**config.mk**
```make
export PLATFORM = sky130hd
export DESIGN_NAME = disk_scan_scheduler
export DESIGN_NICKNAME = d
export VERILOG_FILES = /design/src/rtl/core/dss_pkg.sv /design/src/rtl/core/dss_ram.sv /design/src/rtl/core/dss_seq.sv /design/src/rtl/core/disk_scan_scheduler.sv
export SDC_FILE = /design/constraint.sdc
export NUM_CORES = 1
export LEC_CHECK = 0
export ABC_AREA = 1
export BUFFER_PORTS_ARGS = -buffer_cell sky130_fd_sc_hd__buf_2
export CAP_MARGIN = 20
export CORE_ASPECT_RATIO = 0.75
export CORE_MARGIN = 2
export CORE_UTILIZATION = 35
export DETAILED_ROUTE_END_ITERATION = 12
export MAX_ROUTING_LAYER = met4
export PLACE_DENSITY = 0.48
export SLEW_MARGIN = 30
export SYNTH_ARGS = -nofsm -noshare
export SYNTH_HDL_FRONTEND = slang
export SYNTH_SLANG_ARGS = --single-unit
```
**constraint.sdc**
```tcl
create_clock -name clk -period 5.6 [get_ports clk]
set_input_delay 0.84 -clock clk [delete_from_list [all_inputs] [get_ports clk]]
set_output_delay 0.84 -clock clk [all_outputs]
set_load 0.01 [all_outputs]
```
**src/rtl/core/dss_pkg.sv**
```systemverilog
// ----------------------------------------------------------------------------
// dss_pkg
// Shared widths, reset values and register indexes for the SCAN scheduler.
// ----------------------------------------------------------------------------
package dss_pkg;

	localparam int MAX_REQUESTS_DEF = 32;

	localparam int CYL_W  = 16;
	localparam int MOVE_W = 17;

	localparam logic [CYL_W-1:0] UPPER_LIMIT_RST    = 16'd199;
	localparam logic [CYL_W-1:0] START_POSITION_RST = 16'd0;

	typedef enum logic {
		REG_UPPER_LIMIT    = 1'b0,
		REG_START_POSITION = 1'b1
	} reg_idx_t;

endpackage

```
**src/rtl/core/dss_ram.sv**
```systemverilog
// ----------------------------------------------------------------------------
// dss_ram
// Request store: one write port, one read port with registered read data.
// ----------------------------------------------------------------------------
module dss_ram #(
	parameter int DEPTH = 34,
	parameter int AW    = 6
) (
	input  logic                     clk,
	input  logic                     we,
	input  logic [AW-1:0]            waddr,
	input  logic [dss_pkg::CYL_W-1:0] wdata,
	input  logic [AW-1:0]            raddr,
	output logic [dss_pkg::CYL_W-1:0] rdata
);
	import dss_pkg::*;

	logic [CYL_W-1:0] mem [DEPTH];
	logic [CYL_W-1:0] rdata_q;

	always_ff @(posedge clk) begin
		if (we) begin
			mem[waddr] <= wdata;
		end
		rdata_q <= mem[raddr];
	end

	assign rdata = rdata_q;

endmodule

```
**src/rtl/core/dss_seq.sv**
```systemverilog
// ----------------------------------------------------------------------------
// dss_seq
// Sequencer: loads requests, insertion-sorts the store in place, locates the
// head entry and walks the sweep into the output register.
// ----------------------------------------------------------------------------
module dss_seq #(
	parameter int MAX_REQUESTS = dss_pkg::MAX_REQUESTS_DEF
) (
	input  logic                       clk,
	input  logic                       arst_n,
	input  logic [dss_pkg::CYL_W-1:0]  upper_limit,
	input  logic [dss_pkg::CYL_W-1:0]  start_position,
	input  logic                       in_valid,
	output logic                       in_ready,
	input  logic [dss_pkg::CYL_W-1:0]  cylinder,
	input  logic                       last,
	output logic                       out_valid,
	input  logic                       out_ready,
	output logic [dss_pkg::CYL_W-1:0]  position,
	output logic [dss_pkg::MOVE_W-1:0] total_movement,
	output logic                       final_res
);
	import dss_pkg::*;

	localparam int DEPTH = MAX_REQUESTS + 2;
	localparam int AW    = $clog2(DEPTH);
	localparam int CW    = $clog2(DEPTH + 1);

	typedef enum logic [9:0] {
		ST_LOAD       = 10'b00_0000_0001,
		ST_APP_UL     = 10'b00_0000_0010,
		ST_APP_HD     = 10'b00_0000_0100,
		ST_SORT_KEY   = 10'b00_0000_1000,
		ST_SORT_LATCH = 10'b00_0001_0000,
		ST_SORT_CMP   = 10'b00_0010_0000,
		ST_FIND_RD    = 10'b00_0100_0000,
		ST_FIND_CMP   = 10'b00_1000_0000,
		ST_EMIT_RD    = 10'b01_0000_0000,
		ST_EMIT_LOAD  = 10'b10_0000_0000
	} state_t;

	state_t state_q;

	logic [CW-1:0]     count_q;
	logic [AW-1:0]     a_q;
	logic [AW-1:0]     b_q;
	logic [AW-1:0]     i_q;
	logic [AW-1:0]     idx_q;
	logic [AW-1:0]     p_q;
	logic              up_q;
	logic [CYL_W-1:0]  key_q;
	logic [CYL_W-1:0]  cur_q;
	logic [MOVE_W-1:0] sum_q;

	logic              out_valid_q;
	logic [CYL_W-1:0]  position_q;
	logic [MOVE_W-1:0] movement_q;
	logic              final_q;

	logic              mem_we;
	logic [AW-1:0]     mem_waddr;
	logic [CYL_W-1:0]  mem_wdata;
	logic [AW-1:0]     mem_raddr;
	logic [CYL_W-1:0]  mem_rdata;

	logic              in_fire;
	logic              out_free;
	logic              shift;
	logic              sort_done;
	logic              p_has_next;
	logic              emit_last;
	logic [CYL_W-1:0]  seek_dist;
	logic [MOVE_W-1:0] sum_next;

	dss_ram #(
		.DEPTH(DEPTH),
		.AW   (AW)
	) u_ram (
		.clk  (clk),
		.we   (mem_we),
		.waddr(mem_waddr),
		.wdata(mem_wdata),
		.raddr(mem_raddr),
		.rdata(mem_rdata)
	);

	assign in_ready   = (state_q == ST_LOAD);
	assign in_fire    = in_valid && in_ready;
	assign out_free   = !out_valid_q || out_ready;
	assign shift      = (b_q != '0) && (mem_rdata > key_q);
	assign sort_done  = (CW'(a_q) + CW'(1)) == count_q;
	assign p_has_next = (CW'(p_q) + CW'(1)) < count_q;
	assign emit_last  = up_q ? (!p_has_next && (idx_q == '0)) : (p_q == '0);
	assign seek_dist  = (mem_rdata >= cur_q) ? (mem_rdata - cur_q) : (cur_q - mem_rdata);
	assign sum_next   = sum_q + MOVE_W'(seek_dist);

	always_comb begin
		mem_we    = 1'b0;
		mem_waddr = count_q[AW-1:0];
		mem_wdata = cylinder;
		mem_raddr = p_q;
		unique case (state_q)
			ST_LOAD: begin
				mem_we = in_fire && (count_q < CW'(MAX_REQUESTS));
			end
			ST_APP_UL: begin
				mem_we    = 1'b1;
				mem_wdata = upper_limit;
			end
			ST_APP_HD: begin
				mem_we    = 1'b1;
				mem_wdata = start_position;
			end
			ST_SORT_KEY: begin
				mem_raddr = a_q;
			end
			ST_SORT_LATCH: begin
				mem_raddr = a_q - AW'(1);
			end
			ST_SORT_CMP: begin
				mem_we    = 1'b1;
				mem_waddr = b_q;
				mem_wdata = shift ? mem_rdata : key_q;
				mem_raddr = b_q - AW'(2);
			end
			ST_FIND_RD: begin
				mem_raddr = i_q;
			end
			ST_FIND_CMP: begin
				mem_raddr = i_q;
			end
			ST_EMIT_RD: begin
				mem_raddr = p_q;
			end
			ST_EMIT_LOAD: begin
				mem_raddr = p_q;
			end
			default: begin
				mem_we = 1'b0;
			end
		endcase
	end

	always_ff @(posedge clk or negedge arst_n) begin
		if (!arst_n) begin
			state_q     <= ST_LOAD;
			count_q     <= '0;
			out_valid_q <= 1'b0;
		end else begin
			if (out_valid_q && out_ready) begin
				out_valid_q <= 1'b0;
			end
			unique case (state_q)
				ST_LOAD: begin
					if (in_fire) begin
						if (count_q < CW'(MAX_REQUESTS)) begin
							count_q <= count_q + CW'(1);
						end
						if (last) begin
							state_q <= ST_APP_UL;
						end
					end
				end
				ST_APP_UL: begin
					count_q <= count_q + CW'(1);
					state_q <= ST_APP_HD;
				end
				ST_APP_HD: begin
					count_q <= count_q + CW'(1);
					state_q <= ST_SORT_KEY;
				end
				ST_SORT_KEY: begin
					state_q <= ST_SORT_LATCH;
				end
				ST_SORT_LATCH: begin
					state_q <= ST_SORT_CMP;
				end
				ST_SORT_CMP: begin
					if (!shift) begin
						state_q <= sort_done ? ST_FIND_RD : ST_SORT_KEY;
					end
				end
				ST_FIND_RD: begin
					state_q <= ST_FIND_CMP;
				end
				ST_FIND_CMP: begin
					if (mem_rdata == start_position) begin
						state_q <= ST_EMIT_RD;
					end else begin
						state_q <= ST_FIND_RD;
					end
				end
				ST_EMIT_RD: begin
					state_q <= ST_EMIT_LOAD;
				end
				ST_EMIT_LOAD: begin
					if (out_free) begin
						out_valid_q <= 1'b1;
						if (emit_last) begin
							count_q <= '0;
							state_q <= ST_LOAD;
						end else begin
							state_q <= ST_EMIT_RD;
						end
					end
				end
				default: begin
					state_q <= ST_LOAD;
				end
			endcase
		end
	end

	always_ff @(posedge clk) begin
		unique case (state_q)
			ST_APP_HD: begin
				a_q <= AW'(1);
			end
			ST_SORT_LATCH: begin
				key_q <= mem_rdata;
				b_q   <= a_q;
			end
			ST_SORT_CMP: begin
				if (shift) begin
					b_q <= b_q - AW'(1);
				end else begin
					a_q <= a_q + AW'(1);
					i_q <= '0;
				end
			end
			ST_FIND_CMP: begin
				if (mem_rdata == start_position) begin
					idx_q <= i_q;
					cur_q <= start_position;
					sum_q <= '0;
					if ((CW'(i_q) + CW'(1)) < count_q) begin
						p_q  <= i_q + AW'(1);
						up_q <= 1'b1;
					end else begin
						p_q  <= i_q - AW'(1);
						up_q <= 1'b0;
					end
				end else begin
					i_q <= i_q + AW'(1);
				end
			end
			ST_EMIT_LOAD: begin
				if (out_free) begin
					position_q <= mem_rdata;
					movement_q <= sum_next;
					final_q    <= emit_last;
					cur_q      <= mem_rdata;
					sum_q      <= sum_next;
					if (up_q && p_has_next) begin
						p_q <= p_q + AW'(1);
					end else if (up_q) begin
						p_q  <= idx_q - AW'(1);
						up_q <= 1'b0;
					end else begin
						p_q <= p_q - AW'(1);
					end
				end
			end
			default: begin
				key_q <= key_q;
			end
		endcase
	end

	assign out_valid      = out_valid_q;
	assign position       = position_q;
	assign total_movement = movement_q;
	assign final_res      = final_q;

endmodule

```
**src/rtl/core/disk_scan_scheduler.sv**
```systemverilog
// ----------------------------------------------------------------------------
// disk_scan_scheduler
// SCAN (elevator) disk scheduler over a batch of cylinder requests.
// ----------------------------------------------------------------------------
// Usage:
//   Input channel (in_valid/in_ready, cylinder, last): one request per
//   transaction, one per cycle while loading. A transaction with last set
//   closes the batch; requests beyond MAX_REQUESTS are dropped.
//   Output channel (out_valid/out_ready, position, total_movement,
//   final_res): entry count + 1 transactions per batch, final_res on the last.
//   After the closing request upper_limit and start_position are appended,
//   the n = count + 2 entries are insertion-sorted in place (SORT_KEY and
//   SORT_LATCH per key, SORT_CMP per compare and shift, bounded by the
//   single read port of the store), FIND_RD and FIND_CMP scan entries for
//   the head, then EMIT_RD and EMIT_LOAD emit each result. in_ready stays
//   low until the last result has entered the output register.
//   A stalled receiver holds the output register and the walk waits.
//   Reset: upper_limit 199, start_position 0, batch empty, no output
//   pending. The store needs no clearing pass.
//   Configuration writes (cfg_we, cfg_index, cfg_data) take effect at once.
// ----------------------------------------------------------------------------
module disk_scan_scheduler #(
	parameter int MAX_REQUESTS = dss_pkg::MAX_REQUESTS_DEF
) (
	input  logic                       clk,
	input  logic                       arst_n,
	input  logic                       cfg_we,
	input  logic                       cfg_index,
	input  logic [dss_pkg::CYL_W-1:0]  cfg_data,
	input  logic                       in_valid,
	output logic                       in_ready,
	input  logic [dss_pkg::CYL_W-1:0]  cylinder,
	input  logic                       last,
	output logic                       out_valid,
	input  logic                       out_ready,
	output logic [dss_pkg::CYL_W-1:0]  position,
	output logic [dss_pkg::MOVE_W-1:0] total_movement,
	output logic                       final_res
);
	import dss_pkg::*;

	logic [CYL_W-1:0] upper_limit_q;
	logic [CYL_W-1:0] start_position_q;

	always_ff @(posedge clk or negedge arst_n) begin
		if (!arst_n) begin
			upper_limit_q    <= UPPER_LIMIT_RST;
			start_position_q <= START_POSITION_RST;
		end else if (cfg_we) begin
			unique case (reg_idx_t'(cfg_index))
				REG_UPPER_LIMIT:    upper_limit_q    <= cfg_data;
				REG_START_POSITION: start_position_q <= cfg_data;
				default:            upper_limit_q    <= upper_limit_q;
			endcase
		end
	end

	dss_seq #(
		.MAX_REQUESTS(MAX_REQUESTS)
	) u_seq (
		.clk           (clk),
		.arst_n        (arst_n),
		.upper_limit   (upper_limit_q),
		.start_position(start_position_q),
		.in_valid      (in_valid),
		.in_ready      (in_ready),
		.cylinder      (cylinder),
		.last          (last),
		.out_valid     (out_valid),
		.out_ready     (out_ready),
		.position      (position),
		.total_movement(total_movement),
		.final_res     (final_res)
	);

endmodule

```
==> impl_results.md <==
* Status: finished, final reports clean
* Combinational power share at between 10% and 20%
* Share of layout cells above drive strength 1 at under 10%
* Hold Crit Class: in2async
* Sequential power share at 48.0%
* CTS Root Cell: clkbuf_16
* Startpoint Class: flip-flop
* Largest cells by area after synthesis: edfxtp_1, nand3_1, nand2_1, inv_1, dfrtp_1
* Minimum clock period at ~4900 ps
* Maximum fanout along the worst path at 13
* Post-detailed-route count of antenna-violating nets at 0
* Fin area at approximately 40,000 sq um
* CORE AREA at approximately 99,000 sq um
* Hold buffers post-CTS at 0
* CP max stage delay at 430 ps
* Total number of vias at 24,600
* Die area at slightly above 100,000 sq um
* Largest net degree at the start of global routing at 123
* Final TNS setup at 0 ps
* CP required at 5980 ps
* Syn nets at around 3,600
* CP endpoint kind: flip-flop
* Vias in the first global route at 23,600
* Leak at 16.0 nW
* Max VDD drop at 265 uV
* Initial DRC Count at around 2,500
* I/O pins at 75
* Clk sinks at 723
* Initial Utilization at 35.2%
* Worst Clk Skew at 22.8 ps
* Nets@finish at 3,663
* Slew @ Worst Pin at 1130 ps
* Synth top cells by count: nand2_1, edfxtp_1, nand3_1, inv_1, nor2_1
* Crit Path Class: reg2reg
* Die Width at 368 um
* Unique masters post-synth at 59
* GRT Total Usage at 21.0%
* Syn Area/Cell at 10.1 sq um
* Number of flops mapped to enable cells by yosys at ~660
* CTS Buf Count at 77
* DR WL/cell at 21.2 um
* Clk buf depth at 3
* Switching Share at 28.7%
* Port Buffers at 74
* Initial antenna violation count at 6
* #FFs+latches synth at 723
* Post-synthesis sequential area ratio at 61.2%
* Crit Reg-Reg Startpoint: u_seq.u_ram.rdata[0]
* Final Hold Violating Endpoints at 0
* CTS tree: done
* Top-count cell post-synth: nand2_1
* Clk pwr share at between 30% and 40%
* Asr flop ratio synth at 6.78%
* Final period util at between 80 and 90%
* CP Launch Point: u_seq.u_ram.rdata[0]
* Vias per cell at 5.00
* Mapped Cells at around 3,400
* Reg2Reg Setup Slack at 690 ps
* Row cnt at 100
* DP Area at 37,300 sq um
* Hold_ws at between 300 and 400 ps
* Int Power at 10.1 mW
* GP Congestion at around 0.90
* Clock latency on the worst-skew pair at 660 ps
* Worst path slowest cell: dfxtp_1
* Most used cell, CP: nand2_1
* Mapped Area at 34,900 sq um
* Post-DP HPWL at 66,900 um
* Yosys warns at 0
* Post-synth top area cell: edfxtp_1
* Drt total wl at 105,000 um
* Post-synth top area share at 56.7%
* Slew Viols, Final at 0
* Slew headroom at 24.0%
* Overflow after GRT at 0
* Worst-path clk slew at 70 ps
* First-pass GRT wire length at 157,000 um
* Number of iterations in the first detailed-routing pass at 6
* Power per standard cell area at 355 nW/um^2
* Net Sw Power at 4.04 mW
* RSZ-0062 raised after global routing: no
* Max Cap Violations at 0
* H-tree levels at 3
* CP arrival at 5290 ps
* Synth-to-Final Area Change at 13.9%
* Die Y at 277 um
* Ys flop type: edfxtp_1
* DRC errors left at 0
* FMAX at 204 MHz
* Final setup fails at 0
final timing paths:
check | endpoint | cells after the start
max in group asynchronous | upper_limit_q[12] | 2
worst max-delay path | u_seq.sum_q[15] | 30
worst min register to register | u_seq.u_ram.rdata[7] | 2
worst max register to register | u_seq.sum_q[15] | 30
min in group clk | u_seq.out_valid | 2
worst min-delay path | u_seq.count_q[5] | 2
placed cells by master, fill, tap and decap left out, drive strengths merged, types with 3 or more instances in the layout:
| cell type | netlist | layout |
|---|---|---|
| a31oi | 6 | 6 |
| a21o | 6 | 6 |
| nand3b | 65 | 65 |
| or2 | 4 | 4 |
| clkbuf | 63 | 105 |
| buf | 106 | 179 |
| nand3 | 642 | 642 |
| dfstp | 6 | 6 |
| xor2 | 47 | 47 |
| o21a | 5 | 5 |
| o221ai | 4 | 4 |
| o211ai | 23 | 23 |
| edfxtp | 658 | 658 |
| dfxtp | 16 | 16 |
| nor2 | 162 | 162 |
| inv | 445 | 448 |
| bufinv | 0 | 4 |
| nor3 | 14 | 14 |
| o31ai | 3 | 3 |
| xnor2 | 25 | 25 |
| o21ai | 120 | 120 |
| nand4 | 15 | 15 |
| clkinv | 1 | 29 |
| a221oi | 18 | 18 |
| a21oi | 108 | 108 |
| o21bai | 3 | 3 |
| nor4 | 7 | 7 |
| fa | 3 | 3 |
| mux2i | 4 | 4 |
| ha | 84 | 84 |
| a211oi | 4 | 4 |
| nand2 | 724 | 724 |
| dfrtp | 43 | 43 |
routing by layer:
metal | part of all wire (%) | vias up | GRT usage, %
li1 | - | 12000 | -
met1 | 51 | 12000 | 32.4
met2 | 41 | 592 | 28.2
met3 | 6.8 | 100 | 4.52
met4 | 1.5 | 0 | 3.87
met5 | 0 | - | -
repair_timing:
action | CTS | global route
setup buffers | 0 | 0
gates resized for setup | 0 | 1
endpoints found under the setup margin | 0 | 3
hold endpoints to repair | 0 | 0
sequential cells by signal (all words and copies together) (netlist names), 10 cells and up:
name                  count
upper_limit_q            16
u_seq.state_q            10
u_seq.u_ram.rdata        16
u_seq.total_movement     17
u_seq.cur_q              16
u_seq.u_ram.mem         544
u_seq.key_q              16
u_seq.position           16
u_seq.sum_q              17
start_position_q         16
layout make-up:
type,instances,area [sq um]
clock buffer,105,2080
sequential,723,21300
inverter,446,1670
timing repair buffer,179,1410
fill,9627,59300
multi-input combinational,2110,11300
antenna,1,2.50
tap,1326,1660
clock inverter,35,293
metrics by stage:
stage          std cells  worst slack (ps)  util, %  power [mW]
6_report            4925               693     40.1        14.1
5_1_grt             4924               185     40.1        14.7
4_1_cts             4923               596     40.1        14.2
3_5_place_dp        4783               578     37.7        9.24
3_3_place_gp        4779               695     37.6        9.17
2_1_floorplan       3448              1500        -        8.08
power groups by stage:
| stage | logic [mW] | clock network, mW | registers [mW] |
|---|---|---|---|
| 2_1_floorplan | 1.21 | 0 | 6.87 |
| 3_3_place_gp | 2.28 | 0 | 6.89 |
| 3_5_place_dp | 2.35 | 0 | 6.89 |
| 4_1_cts | 2.36 | 5.10 | 6.77 |
| 5_1_grt | 2.59 | 5.29 | 6.80 |
| 6_report | 2.36 | 4.97 | 6.77 |
critical path, delay by kind of cell (launching register included):
| kind | cells | cell delay [ps] |
|---|---|---|
| and+or+nand+nor | 14 | 1360 |
| AOI/OAI and AO/OA | 6 | 1300 |
| adders and majority gates | 3 | 810 |
| buffers and inverters | 6 | 560 |
| DFF | 1 | 430 |
| xor gates and xnor gates | 1 | 190 |
kinds of logic (layout without fill, tap and decap cells):
logic type | Yosys count | count (layout) | synth area share, %
adder cells (fa/ha/maj) | 87 | 87 | 3.19
other | 0 | 1 | 0
multiplexers | 6 | 6 | 0.179
AND/OR/NAND/NOR | 1635 | 1635 | 21.2
XOR/XNOR | 72 | 72 | 1.81
flip-flops | 723 | 723 | 61.2
AO/OA/AOI/OAI | 310 | 310 | 5.18
buffers and inverters | 615 | 765 | 7.32
Note: power is estimated with default switching activity, not from simulation.
